**src/rtl/pws_pkg.sv**
```systemverilog
// Shared types and constants of the pulse-width spectrum unit.
// Holds the request codes, register indexes, FSM states and the
// command/status structs between controller and datapath. No dependencies.
package pws_pkg;

  localparam int SPEC_BINS   = 100;
  localparam int HIST_DEPTH  = 100;
  localparam int SPEC_AW     = $clog2(SPEC_BINS);
  localparam int HIST_AW     = $clog2(HIST_DEPTH);
  localparam int IDX_W       = 7;
  localparam int HSUM_W      = ((HIST_AW > IDX_W) ? HIST_AW : IDX_W) + 1;
  localparam int CNT_W       = 32;
  localparam int TIME_W      = 16;
  localparam int WID_W       = TIME_W + 2;
  localparam int CFG_IW      = 2;
  localparam int CFG_DW      = 16;

  typedef enum logic [1:0] {
    REQ_CAPTURE = 2'd0,
    REQ_TICK    = 2'd1,
    REQ_RD_SPEC = 2'd2,
    REQ_RD_HIST = 2'd3
  } req_t;

  typedef enum logic [CFG_IW-1:0] {
    CFG_WIDTH_OFFSET = 2'd0,
    CFG_BIN_DIVISOR  = 2'd1,
    CFG_HOLD_HISTORY = 2'd2
  } cfg_reg_t;

  typedef enum logic [3:0] {
    S_IDLE,
    S_EXEC,
    S_RATE_INC,
    S_OFFSET,
    S_DIV,
    S_SPEC_INC,
    S_READ,
    S_DONE
  } state_t;

  typedef struct packed {
    logic load;          // latch the accepted item, clear the result
    logic open_set;      // open a pulse at the latched capture
    logic open_clr;
    logic width_calc;    // register the raw width of the closing pulse
    logic rate_rd;
    logic rate_rd_head;  // read address is the current-second entry
    logic rate_inc;
    logic tick;
    logic div_start;
    logic spec_rd;
    logic spec_rd_q;     // read address is the quotient
    logic spec_inc;
    logic rd_capture;    // take the read value into the result
    logic out_load;
  } ctrl_cmd_t;

  typedef struct packed {
    req_t req;
    logic pin;
    logic open;
    logic hold;
    logic spec_idx_ok;
    logic hist_idx_ok;
    logic discard;
    logic div_done;
    logic q_ok;
  } dp_status_t;

endpackage

```
**src/rtl/pws_ctrl.sv**
```systemverilog
// Controller of the pulse-width spectrum unit: sequences one item through
// the datapath and owns the input ready and output valid. Depends on pws_pkg.
module pws_ctrl import pws_pkg::*; (
  input  logic       clk,
  input  logic       rst_n,
  input  logic       in_valid,
  output logic       in_ready,
  output logic       out_valid,
  input  logic       out_ready,
  input  dp_status_t st,
  output ctrl_cmd_t  cmd
);

  state_t state_r, state_nxt;
  logic   out_valid_r, out_valid_nxt;

  always_ff @(posedge clk) begin
    if (!rst_n) begin
      state_r     <= S_IDLE;
      out_valid_r <= 1'b0;
    end else begin
      state_r     <= state_nxt;
      out_valid_r <= out_valid_nxt;
    end
  end

  always_comb begin
    state_nxt     = state_r;
    out_valid_nxt = out_valid_r;
    cmd           = '0;
    in_ready      = 1'b0;
    if (out_valid_r && out_ready) begin
      out_valid_nxt = 1'b0;
    end
    unique case (state_r)
      S_IDLE: begin
        in_ready = 1'b1;
        if (in_valid) begin
          cmd.load  = 1'b1;
          state_nxt = S_EXEC;
        end
      end
      S_EXEC: begin
        state_nxt = S_DONE;
        unique case (st.req)
          REQ_CAPTURE: begin
            if (st.open) begin
              cmd.open_clr   = 1'b1;
              cmd.width_calc = 1'b1;
              state_nxt      = S_OFFSET;
            end else if (!st.pin) begin
              cmd.open_set     = 1'b1;
              cmd.rate_rd      = 1'b1;
              cmd.rate_rd_head = 1'b1;
              state_nxt        = S_RATE_INC;
            end
          end
          REQ_TICK: begin
            cmd.tick = !st.hold;
          end
          REQ_RD_SPEC: begin
            if (st.spec_idx_ok) begin
              cmd.spec_rd = 1'b1;
              state_nxt   = S_READ;
            end
          end
          REQ_RD_HIST: begin
            if (st.hist_idx_ok) begin
              cmd.rate_rd = 1'b1;
              state_nxt   = S_READ;
            end
          end
          default: ;
        endcase
      end
      S_RATE_INC: begin
        cmd.rate_inc = 1'b1;
        state_nxt    = S_DONE;
      end
      S_OFFSET: begin
        if (st.discard) begin
          state_nxt = S_DONE;
        end else begin
          cmd.div_start = 1'b1;
          state_nxt     = S_DIV;
        end
      end
      S_DIV: begin
        if (st.div_done) begin
          if (st.q_ok) begin
            cmd.spec_rd   = 1'b1;
            cmd.spec_rd_q = 1'b1;
            state_nxt     = S_SPEC_INC;
          end else begin
            state_nxt = S_DONE;
          end
        end
      end
      S_SPEC_INC: begin
        cmd.spec_inc = 1'b1;
        state_nxt    = S_DONE;
      end
      S_READ: begin
        cmd.rd_capture = 1'b1;
        state_nxt      = S_DONE;
      end
      S_DONE: begin
        // hold the result until the output register is free
        if (!out_valid_r || out_ready) begin
          cmd.out_load  = 1'b1;
          out_valid_nxt = 1'b1;
          state_nxt     = S_IDLE;
        end
      end
      default: begin
        state_nxt = S_IDLE;
      end
    endcase
  end

  assign out_valid = out_valid_r;

endmodule

```
**config.mk**
```make
export PLATFORM = sky130hd
export DESIGN_NAME = pws_ctrl
export DESIGN_NICKNAME = d
export VERILOG_FILES = /design/src/rtl/pws_pkg.sv /design/src/rtl/pws_ctrl.sv
export SDC_FILE = /design/constraint.sdc
export NUM_CORES = 1
export LEC_CHECK = 0
export BUFFER_PORTS_ARGS = -buffer_cell sky130_fd_sc_hd__clkbuf_2
export CORE_AREA = 2 2 39 41
export DETAILED_ROUTE_END_ITERATION = 16
export DIE_AREA = 0 0 41 43
export GPL_TIMING_DRIVEN = 0
export HOLD_SLACK_MARGIN = 0.12
export PLACE_DENSITY = 0.63
export SYNTH_ARGS = -nofsm -noshare
export SYNTH_HDL_FRONTEND = slang
export SYNTH_SLANG_ARGS = --single-unit
```
**constraint.sdc**
```tcl
create_clock -name clk -period 1.6 [get_ports clk]
set_clock_uncertainty 0.05 [all_clocks]
set_input_delay 0.32 -clock clk [delete_from_list [all_inputs] [get_ports clk]]
set_output_delay 0.32 -clock clk [all_outputs]
set_load 0.005 [all_outputs]
```
-- Word level (Yosys, flattened, before mapping)
Cells that the tools add are included.
- latch bits: 0
- output and inout port bits: 16
- input bits: 14
- word-level logic and storage cells: 65
- memories: 0
- register bits after elaboration: 5
- RAM bits: 0
- ROM bits: 0
- reduce and logical (&&, ||, !) cells: 8
- shift operators: 0
- $add $sub $neg: 0
- multiplexer cells: 42
- div/mod/pow operators: 0
- bitwise operators: 0
- equality and inequality tests: 13
- magnitude comparators: 0
- multiply operators: 0
- operator list (kind ; count):
    $mux 1 ; 24
    $pmux 4 s6 ; 1
    $eq 4x3->1 const B ; 4
    $mux 2 ; 7
    $mux 4 ; 3
    $pmux 4 s3 ; 1
    $mux 3 ; 3
    $eq 4x2->1 const B ; 2
    $ne 2x2->1 const B ; 3
    $mux 5 ; 1
    $eq 2x2->1 const B ; 2
    $eq 4x1->1 const B ; 1
    $logic_not 4->1 ; 1
    $pmux 1 s2 ; 2
    $reduce_and 3->1 ; 1
    $reduce_or 3->1 ; 1
    $eq 2x1->1 const B ; 1
    $logic_not 1->1 ; 2
    $logic_not 2->1 ; 1
    $logic_and 1x1->1 ; 1
    $logic_or 1x1->1 ; 1

-- Depth between registers and ports, before layout
Gate-level depths: netlist of run 1.
- depth after elaboration: 4
- mapped depth: 6

-- Worst setup path before layout of run 1
Ideal clock, no wire load.
- path kind: reg-to-output
- start point: register state_r[1]
- end point: output port cmd[12] (netlist bit)
- required time: 1230 ps
- arrival time: 1111 ps
- path slack: 119 ps
- stages on the path, launching flop included: 6
- cells stage by stage: dfxtp_1 > buf_6 > nor2_1 > nand2_1 > nor3_1 > buf_4
- RTL lines (element ; RTL line ; text):
    from (decl) ; pws_ctrl.sv:14 ; state_t state_r, state_nxt;
    from (signal assigned) ; pws_ctrl.sv:22 ; state_r <= state_nxt;
    to (decl) ; pws_ctrl.sv:11 ; output ctrl_cmd_t cmd

==> flow_summary.ini, run 1 <==
[outcome]
status = complete, no violations

[worst_setup_path]
reg2reg_slack_ns = 0.20
crit_path_start_kind = register
criticalPathCategory = reg2out
crit_fanout = 10
r2r-end = state_r[1]
ff2ff_path_depth = 5
worstPathRequired_ns = 1.23
endpoint_kind = output port
crit_arrival_ns = 1.17
reg2reg_from = state_r[2]

[synth]
synth_xor_xnor_area_share = 0
synth_top_family_by_area = simple AND/OR/NAND/NOR gates
async_flop_share = 0
synthMuxAreaShare = 0.02210
synth-edff-count = 0
ys.flop_type = dfxtp_1
synth_fa_ha_area_frac = 0.1105
synthSimpleGateAreaFrac = 0.3867
yosysWarnings = 0
ys_seq_elements = 4
seq_area_frac_synth = 0.1768
synth_compound_area_frac = 0.1685
syn-num-nets = 81
synth.distinct_cells = 28
synthCells = 63
avgSynthCellArea_um2 = 7.189
syn-cell-area_um2 = 452.9

[clock_network]
numCtsBuffers = 3
clk_pin_slew_ns = 0.04
cts_buffer_depth = 2
clock_sinks = 4
h-tree-depth = 1
cts-root-buf = clkbuf_4
clock_latency_ns = 0.24
cts_tree = built

[run]
timing.max_cap.violations = 0

[sta]
slew_violations = 0
period_share = 0.9647
report.final.hold_viol_count = 0
relSlewSlack = 0.8442
tns_ns = 0
setup_violations = 0
fin_crit_ns = 1.543
fmax_mhz = 647.9
tightestPinTransition_ns = 0.2304

[final_layout]
syn2layout_area_growth_pct = 76.52
n_antenna_cell = 0
nNetsFinal = 119
layout-drive-gt1-share = 0.6263

[power]
power_density_nw_per_um2 = 838.0
power_frac_seq = 0.249
p_leak_nw = 0.3875
internal-power_mw = 0.4006
finalPower_mw = 0.6700
power.switching_mw = 0.2694
swShare = 0.4021
clkPwrFrac = 0.201
comb_power_share = 0.550
max-vdd-ir-drop_mv = 0.3254

[drt]
drt-vias-per-instance = 5.130
totalWireLength_um = 1353
wl_per_cell_um = 11.77
postRouteAntennaNets = 0
drtIter0Drc = 19
num_vias = 590
first_pass_iters = 4
drc = 0

[die]
die_area_um2 = 1763
core_um2 = 1384
die_width_um = 41
dieHeight_um = 43
rows = 14
io_pins = 30
initial_core_util = 0.3273

[hold_path]
min_delay_path_depth = 3
hold_class = in2reg
hold_end = state_r[0]
hp-start = rst_n

[global_route]
grt_max_degree = 11
overflow = 0
grt_usage = 0.1643
grt_pass1_wl_um = 2028
grt_pass1_vias = 522
antenna_found_initial = 0

[placement]
gp_congestion = 0.7328
portBuffers = 29
dp_hpwl_um = 927.4
==> routing by layer <==
| metal | part of all wire | up-vias | track usage |
|---|---|---|---|
| li1 | - | 291 | - |
| met1 | 0.38 | 270 | 0.1885 |
| met2 | 0.56 | 26 | 0.2813 |
| met3 | 0.049 | 3 | 0.01571 |
| met4 | 0.014 | 0 | 0.08000 |
| met5 | 0 | - | 0 |
==> cells by family (layout without fill, tap and decap cells) <==
kind of cell | after synthesis | count (layout)
compound gates | 12 | 12
fa+ha+maj | 4 | 4
buf+inv | 10 | 46
flops | 4 | 4
mux | 1 | 1
simple gates | 32 | 32
==> cells in the mapped netlist (2+ instances only) <==
| library cell | n | share of area |
|---|---|---|
| inv_1 | 5 | 0.041 |
| nand2b_1 | 2 | 0.028 |
| a21oi_1 | 3 | 0.033 |
| dfxtp_1 | 4 | 0.18 |
| buf_4 | 2 | 0.033 |
| nand3_1 | 2 | 0.022 |
| o21ai_0 | 3 | 0.033 |
| ha_1 | 4 | 0.11 |
| or3_1 | 2 | 0.028 |
| nand2_1 | 7 | 0.058 |
| buf_6 | 2 | 0.050 |
| nor3_1 | 4 | 0.044 |
| nor3b_1 | 4 | 0.066 |
| nor2_1 | 5 | 0.041 |
==> power groups by stage <==
stage	sequential (mW)	clock, mW	combinational, mW
floorplan	0.128	0	0.181
global placement	0.130	0	0.264
detailed placement	0.130	0	0.270
CTS	0.129	0.130	0.360
global route	0.170	0.145	0.408
finish	0.167	0.135	0.369
==> registers in the layout (all words and copies together) (netlist names) <==
| register | flops |
|---|---|
| state_r | 3 |
| out_valid | 1 |
==> how the worst max path moves through the flow <==
stage                          start       to  slack (ns)  cells past startpoint
after detailed placement  state_r[1]  cmd[12]       -0.06                      6
after floorplan           state_r[1]  cmd[12]        0.12                      5
after global placement    state_r[1]  cmd[12]       -0.04                      6
after CTS                 state_r[2]   cmd[1]       0.002                      5
final                     state_r[0]  cmd[13]        0.06                      4
after global routing      state_r[0]   cmd[9]      -0.005                      4
==> layout by cell type (no fill, tap or decap), types with 2 or more instances in the layout <==
cell      count
nor2_1        2
nand2_1       6
a21oi_1       3
clkbuf_2     24
clkbuf_4      3
buf_6         3
dfxtp_2       2
or3_1         2
o21ai_0       3
nor3b_2       4
buf_2         4
inv_1         2
nor2_4        3
nor3_4        2
inv_2         2
ha_1          3
buf_4         6
==> cell type report <==
class	instances	area (um2)
clock buffers	3	22.52
flip-flops and latches	4	86.33
multi-input cells	49	415.4
plain buffers	2	22.52
well taps	16	20.02
repair buffers	36	211.5
inverters	5	21.27
fillers	140	584.3
==> repair_timing <==
item | in CTS | in global routing
hold buffers | 0 | 0
buffers inserted | 6 | 1
setup endpoints to repair | 8 | 12
resized for setup | 12 | 30
pin swaps | 3 | 8
==> worst max-delay path: stages (launching register included) <==
cell      delay (ns)
dfxtp_2         0.34
buf_8           0.15
nor3_4          0.18
and2_1          0.15
clkbuf_2        0.12
==> per-stage QoR <==
step,instance area (um2),hold slack [ns],worst slack (ns),std cells,util
finish,799.5,0.3041,0.05655,115,0.5778
global route,799.5,0.3111,-0.004521,115,0.5778
CTS,723.2,0.3109,0.002495,116,0.5226
detailed placement,618.1,0.5135,-0.06233,108,0.4467
global placement,618.1,0.5038,-0.03761,108,0.4467
floorplan,452.9,0.3786,0.1191,63,-
(Power assumes the default switching activity.)
==> inputs of run 2 (changes only) <==
==> constraint.sdc (replaced) <==
create_clock -name clk -period 1.95 [get_ports clk]
set_clock_uncertainty 0.05 [all_clocks]
set_input_delay 0.39 -clock clk [delete_from_list [all_inputs] [get_ports clk]]
set_output_delay 0.39 -clock clk [all_outputs]
set_load 0.005 [all_outputs]
==> run 2 against run 1 <==
Sequential share of layout area increased by 1.5 points. Utilization decreased by 11 points. Combinational power decreased by 37%. Critical endpoint is now cmd[12]. Wire length decreased by 12%. Setup slack improved by 0.091 ns. Via count decreased by 6.9%.
==> flow_summary.ini, run 2 (synthesized netlist as in run 1, its figures left out) <==
[sta]
slew_violations = 0
rsz0062_at_grt = false
tightestPinTransition_ns = 0.2438
report.final.hold_viol_count = 0
fin_crit_ns = 1.802
period_share = 0.9243
fmax_mhz = 554.8
relSlewSlack = 0.8351
tns_ns = 0
setup_violations = 0

[hold_path]
min_delay_path_depth = 3
hold_class = in2reg
hp-start = rst_n
hold_end = state_r[0]

[clock_network]
numCtsBuffers = 3
clock_sinks = 4
cts-root-buf = clkbuf_4
clock_latency_ns = 0.23
cts_buffer_depth = 2
cts_tree = built
h-tree-depth = 1
clk_pin_slew_ns = 0.04

[worst_setup_path]
crit_start = state_r[1]
cp_cell_sequence = buf_6 > nor2_2 > nand2_2 > nor3_2 > buf_4 > clkbuf_2
crit_slowest_cell = dfxtp_1
reg2reg_slack_ns = 0.65
cpPeakStageDelay_ns = 0.30
worstPathRequired_ns = 1.51
endpoint_kind = output port
crit_fanout = 9
crit_path_start_kind = register
r2r-end = state_r[1]
criticalPathCategory = reg2out
reg2reg_from = state_r[2]
crit_arrival_ns = 1.36
ff2ff_path_depth = 5

[outcome]
status = complete, no violations

[final_layout]
n_antenna_cell = 0
layout_common_cells = clkbuf_2 (29), nand2_1 (6), inv_1 (5)
largest_register_ffs = 3
nNetsFinal = 115
stdcell_area_um2 = 650.6
top_register = state_r
syn2layout_area_growth_pct = 43.65
fin_cells = 111
fin_util = 0.4702
layout_commonest_cell = clkbuf_2
layout-drive-gt1-share = 0.4316

[drt]
first_pass_iters = 4
num_vias = 549
drtIter0Drc = 9
wl_per_cell_um = 10.73
drc = 0
totalWireLength_um = 1191
drt-vias-per-instance = 4.946
postRouteAntennaNets = 0

[power]
p_leak_nw = 0.3333
power_density_nw_per_um2 = 676.5
finalPower_mw = 0.4401
max-vdd-ir-drop_mv = 0.1643

[global_route]
antenna_found_initial = 0
grt_pass1_wl_um = 1876
overflow = 0
grt_usage = 0.1503
grt_max_degree = 11
grt_pass1_vias = 491

[die]
core_um2 = 1384
io_pins = 30
die_width_um = 41
die_area_um2 = 1763
rows = 14
dieHeight_um = 43
initial_core_util = 0.3273

[placement]
placed_area_um2 = 618.1
numPlacedInstances = 108
gp_congestion = 0.7328
dp_hpwl_um = 927.4
portBuffers = 29

[run]
timing.max_cap.violations = 0
[run 2: area by class of cell]
| class | count | area, um2 |
|---|---|---|
| buffer | 5 | 42.54 |
| clock buffer | 3 | 22.52 |
| fill | 149 | 733.2 |
| inverter | 5 | 18.77 |
| multi-input combinational | 49 | 321.6 |
| sequential | 4 | 80.08 |
| tap | 16 | 20.02 |
| timing repair buffer | 29 | 145.1 |
[run 2: worst max-delay path by stage]
stage	end	depth (start not counted)
2_1_floorplan	cmd[12]	5
4_1_cts	cmd[12]	6
6_report	cmd[12]	6
5_1_grt	cmd[12]	6
3_5_place_dp	cmd[12]	7
3_3_place_gp	cmd[12]	7
[run 2: worst max-delay path, delay by kind of cell (launching register included)]
| family | cells | cell delay, ns |
|---|---|---|
| and+or+nand+nor | 3 | 0.48 |
| buffers and inverters | 3 | 0.35 |
| DFF | 1 | 0.30 |
[run 2: through the flow]
| stage | setup WS, ns | hold WS [ns] |
|---|---|---|
| 3_3_place_gp | 0.1990 | 0.5038 |
| 5_1_grt | 0.03682 | 0.3909 |
| 4_1_cts | 0.03314 | 0.3809 |
| 2_1_floorplan | 0.3991 | 0.4486 |
| 3_5_place_dp | 0.1794 | 0.5135 |
| 6_report | 0.1476 | 0.3867 |
[run 2: layer usage]
metal  track usage  up-vias  wire length, um
li1              -      284                -
met1        0.1853      234              531
met2        0.2406       29              571
met3       0.01571        2               75
met4       0.08000        0               12
met5             0        -                0
[run 2: power breakdown]
group,internal [mW],switching (mW)
clock network,0.0690,0.0356
logic,0.104,0.126
registers,0.0979,0.00711
[run 2: what timing repair did]
item,CTS,global route
hold buffers,0,0
setup buffers,0,0
cloned,0,0
resized for setup,1,2
pin swaps,0,0
endpoints found under the setup margin,1,3
==> inputs of run 3 (changes only) <==
--- a/config.mk
+++ b/config.mk
@@ -12,6 +12,7 @@
 export GPL_TIMING_DRIVEN = 0
 export HOLD_SLACK_MARGIN = 0.12
 export PLACE_DENSITY = 0.63
+export SETUP_SLACK_MARGIN = 0.5
 export SYNTH_ARGS = -nofsm -noshare
 export SYNTH_HDL_FRONTEND = slang
 export SYNTH_SLANG_ARGS = --single-unit
==> run 3 against run 2 <==
Via count increased by 15%. First-iteration DRC count fell by 33%. Largest cell class unchanged. Critical endpoint is now cmd[4]. Sequential power increased by 9%. Combinational power increased by 98%. Count of clock-buffer cells in the layout did not move. Setup slack better by 0.14 ns. Final cell count increased by 16%. Non-clock buffer count is 18 higher.
==> flow_summary.ini, run 3 (synthesized netlist as in run 1, its figures left out) <==
[sta]
report.final.hold_viol_count = 0
tightestPinTransition_ns = 0.2737
fmax_mhz = 600.4
setup_violations = 0
tns_ns = 0
slew_violations = 0
relSlewSlack = 0.8160
fin_crit_ns = 1.666
rsz0062_at_grt = true
period_share = 0.8541

[drt]
drt-vias-per-instance = 4.899
drc = 0
num_vias = 632
postRouteAntennaNets = 0
wl_per_cell_um = 12.03
drtIter0Drc = 6
first_pass_iters = 4
totalWireLength_um = 1552

[worst_setup_path]
crit_arrival_ns = 1.23
cp_cell_sequence = buf_6 > buf_6 > and4_4 > a41o_1 > clkbuf_2
crit_top_cell = buf_6
crit_fanout = 4
r2r-end = state_r[1]
crit_start = state_r[2]
reg2reg_from = state_r[2]
crit_path_start_kind = register
endpoint = cmd[4]
worstPathRequired_ns = 1.51
crit_family = buffers and inverters
ff2ff_path_depth = 7
criticalPathCategory = reg2out
endpoint_kind = output port
crit_buf_inv = 3
cpPeakStageDelay_ns = 0.31
worst-path-stages = 5
crit_slowest_cell = dfxtp_2
reg2reg_slack_ns = 0.46

[clock_network]
clock_latency_ns = 0.23
cts_hold_buf = 0
clk_pin_slew_ns = 0.04
cts_tree = built
cts_buffer_depth = 2
clock_sinks = 4
numCtsBuffers = 3
h-tree-depth = 1
cts-root-buf = clkbuf_4

[outcome]
status = complete, no violations

[global_route]
overflow = 0
grt_pass1_wl_um = 2332
grt_usage = 0.1854
antenna_found_initial = 0
grt_max_degree = 8
grt_pass1_vias = 584

[run]
timing.max_cap.violations = 0

[placement]
dp_hpwl_um = 938.5
portBuffers = 29
gp_congestion = 0.7125

[final_layout]
multi_input_area_um2 = 426.7
layout-drive-gt1-share = 0.6903
nNetsFinal = 133
largest_register_ffs = 3
fill_cells = 125
syn2layout_area_growth_pct = 111.0
top_register = state_r
layout_common_cells = clkbuf_2 (19), buf_4 (15), buf_6 (9)
regArea_um2 = 86.33
fin_util = 0.6908
layout_commonest_cell = clkbuf_2
n_antenna_cell = 0

[die]
die_width_um = 41
die_area_um2 = 1763
rows = 14
io_pins = 30
core_um2 = 1384
initial_core_util = 0.3273
dieHeight_um = 43

[hold_path]
hold_class = in2reg

[power]
p_leak_nw = 0.4803
power_density_nw_per_um2 = 705.2
max-vdd-ir-drop_mv = 0.2650
run 3: final cells by class:
class,instances,area share
repair buffers,47,0.3364
plain buffers,5,0.05497
inverters,5,0.02749
multi-input cells,49,0.4463
clock buffers,3,0.02356
well taps,16,0.02094
flip-flops and latches,4,0.09031
run 3: where the power goes:
| group | leakage [nW] | internal, mW | switching [mW] |
|---|---|---|---|
| Combinational | 0.432 | 0.250 | 0.207 |
| Clock | 0.0138 | 0.0689 | 0.0335 |
| Sequential | 0.0342 | 0.102 | 0.0122 |
| Total | 0.480 | 0.421 | 0.253 |
run 3: how the worst min path moves through the flow:
stage            endpoint  cells after the start      start  slack (ns)
2_1_floorplan  state_r[0]                      2      rst_n        0.45
3_3_place_gp    out_valid                      2  out_valid        0.51
3_5_place_dp    out_valid                      2  out_valid        0.52
4_1_cts        state_r[1]                      2      rst_n        0.40
5_1_grt        state_r[1]                      2      rst_n        0.41
6_report       state_r[1]                      2      rst_n        0.40
run 3: timing repair:
item / in CTS / in global routing
buffers inserted: 9 / 9
pin swaps: 7 / 13
endpoints found under the setup margin: 15 / 16
cloned: 0 / 0
resized for setup: 23 / 32
run 3: metrics by stage:
| step | worst slack (ns) | cell area [um2] | instances | total power [mW] | hold slack (ns) |
|---|---|---|---|---|---|
| after floorplan | 0.5102 | 462.9 | 63 | 0.2612 | 0.4486 |
| after global placement | 0.2353 | 628.1 | 108 | 0.3309 | 0.5060 |
| after detailed placement | 0.2319 | 628.1 | 108 | 0.3347 | 0.5177 |
| after CTS | 0.2464 | 808.3 | 120 | 0.5680 | 0.3964 |
| after global routing | 0.2282 | 955.9 | 129 | 0.7184 | 0.4112 |
| final | 0.2845 | 955.9 | 129 | 0.6742 | 0.4012 |
run 3: per-layer routing:
metal,vias to the layer above,wire [um],GRT usage
met2,20,884,0.3250
met5,-,0,0
met3,0,64,0.005236
met4,0,0,0.07333
li1,323,-,-
met1,289,603,0.2204
run 3: worst reg2reg max path: cells and delay by family (launching register included):
kind | cells | cell delay (ns)
AOI/OAI and AO/OA | 2 | 0.27
and+or+nand+nor | 1 | 0.32
buffers and inverters | 3 | 0.36
muxes | 1 | 0.12
DFF | 1 | 0.31
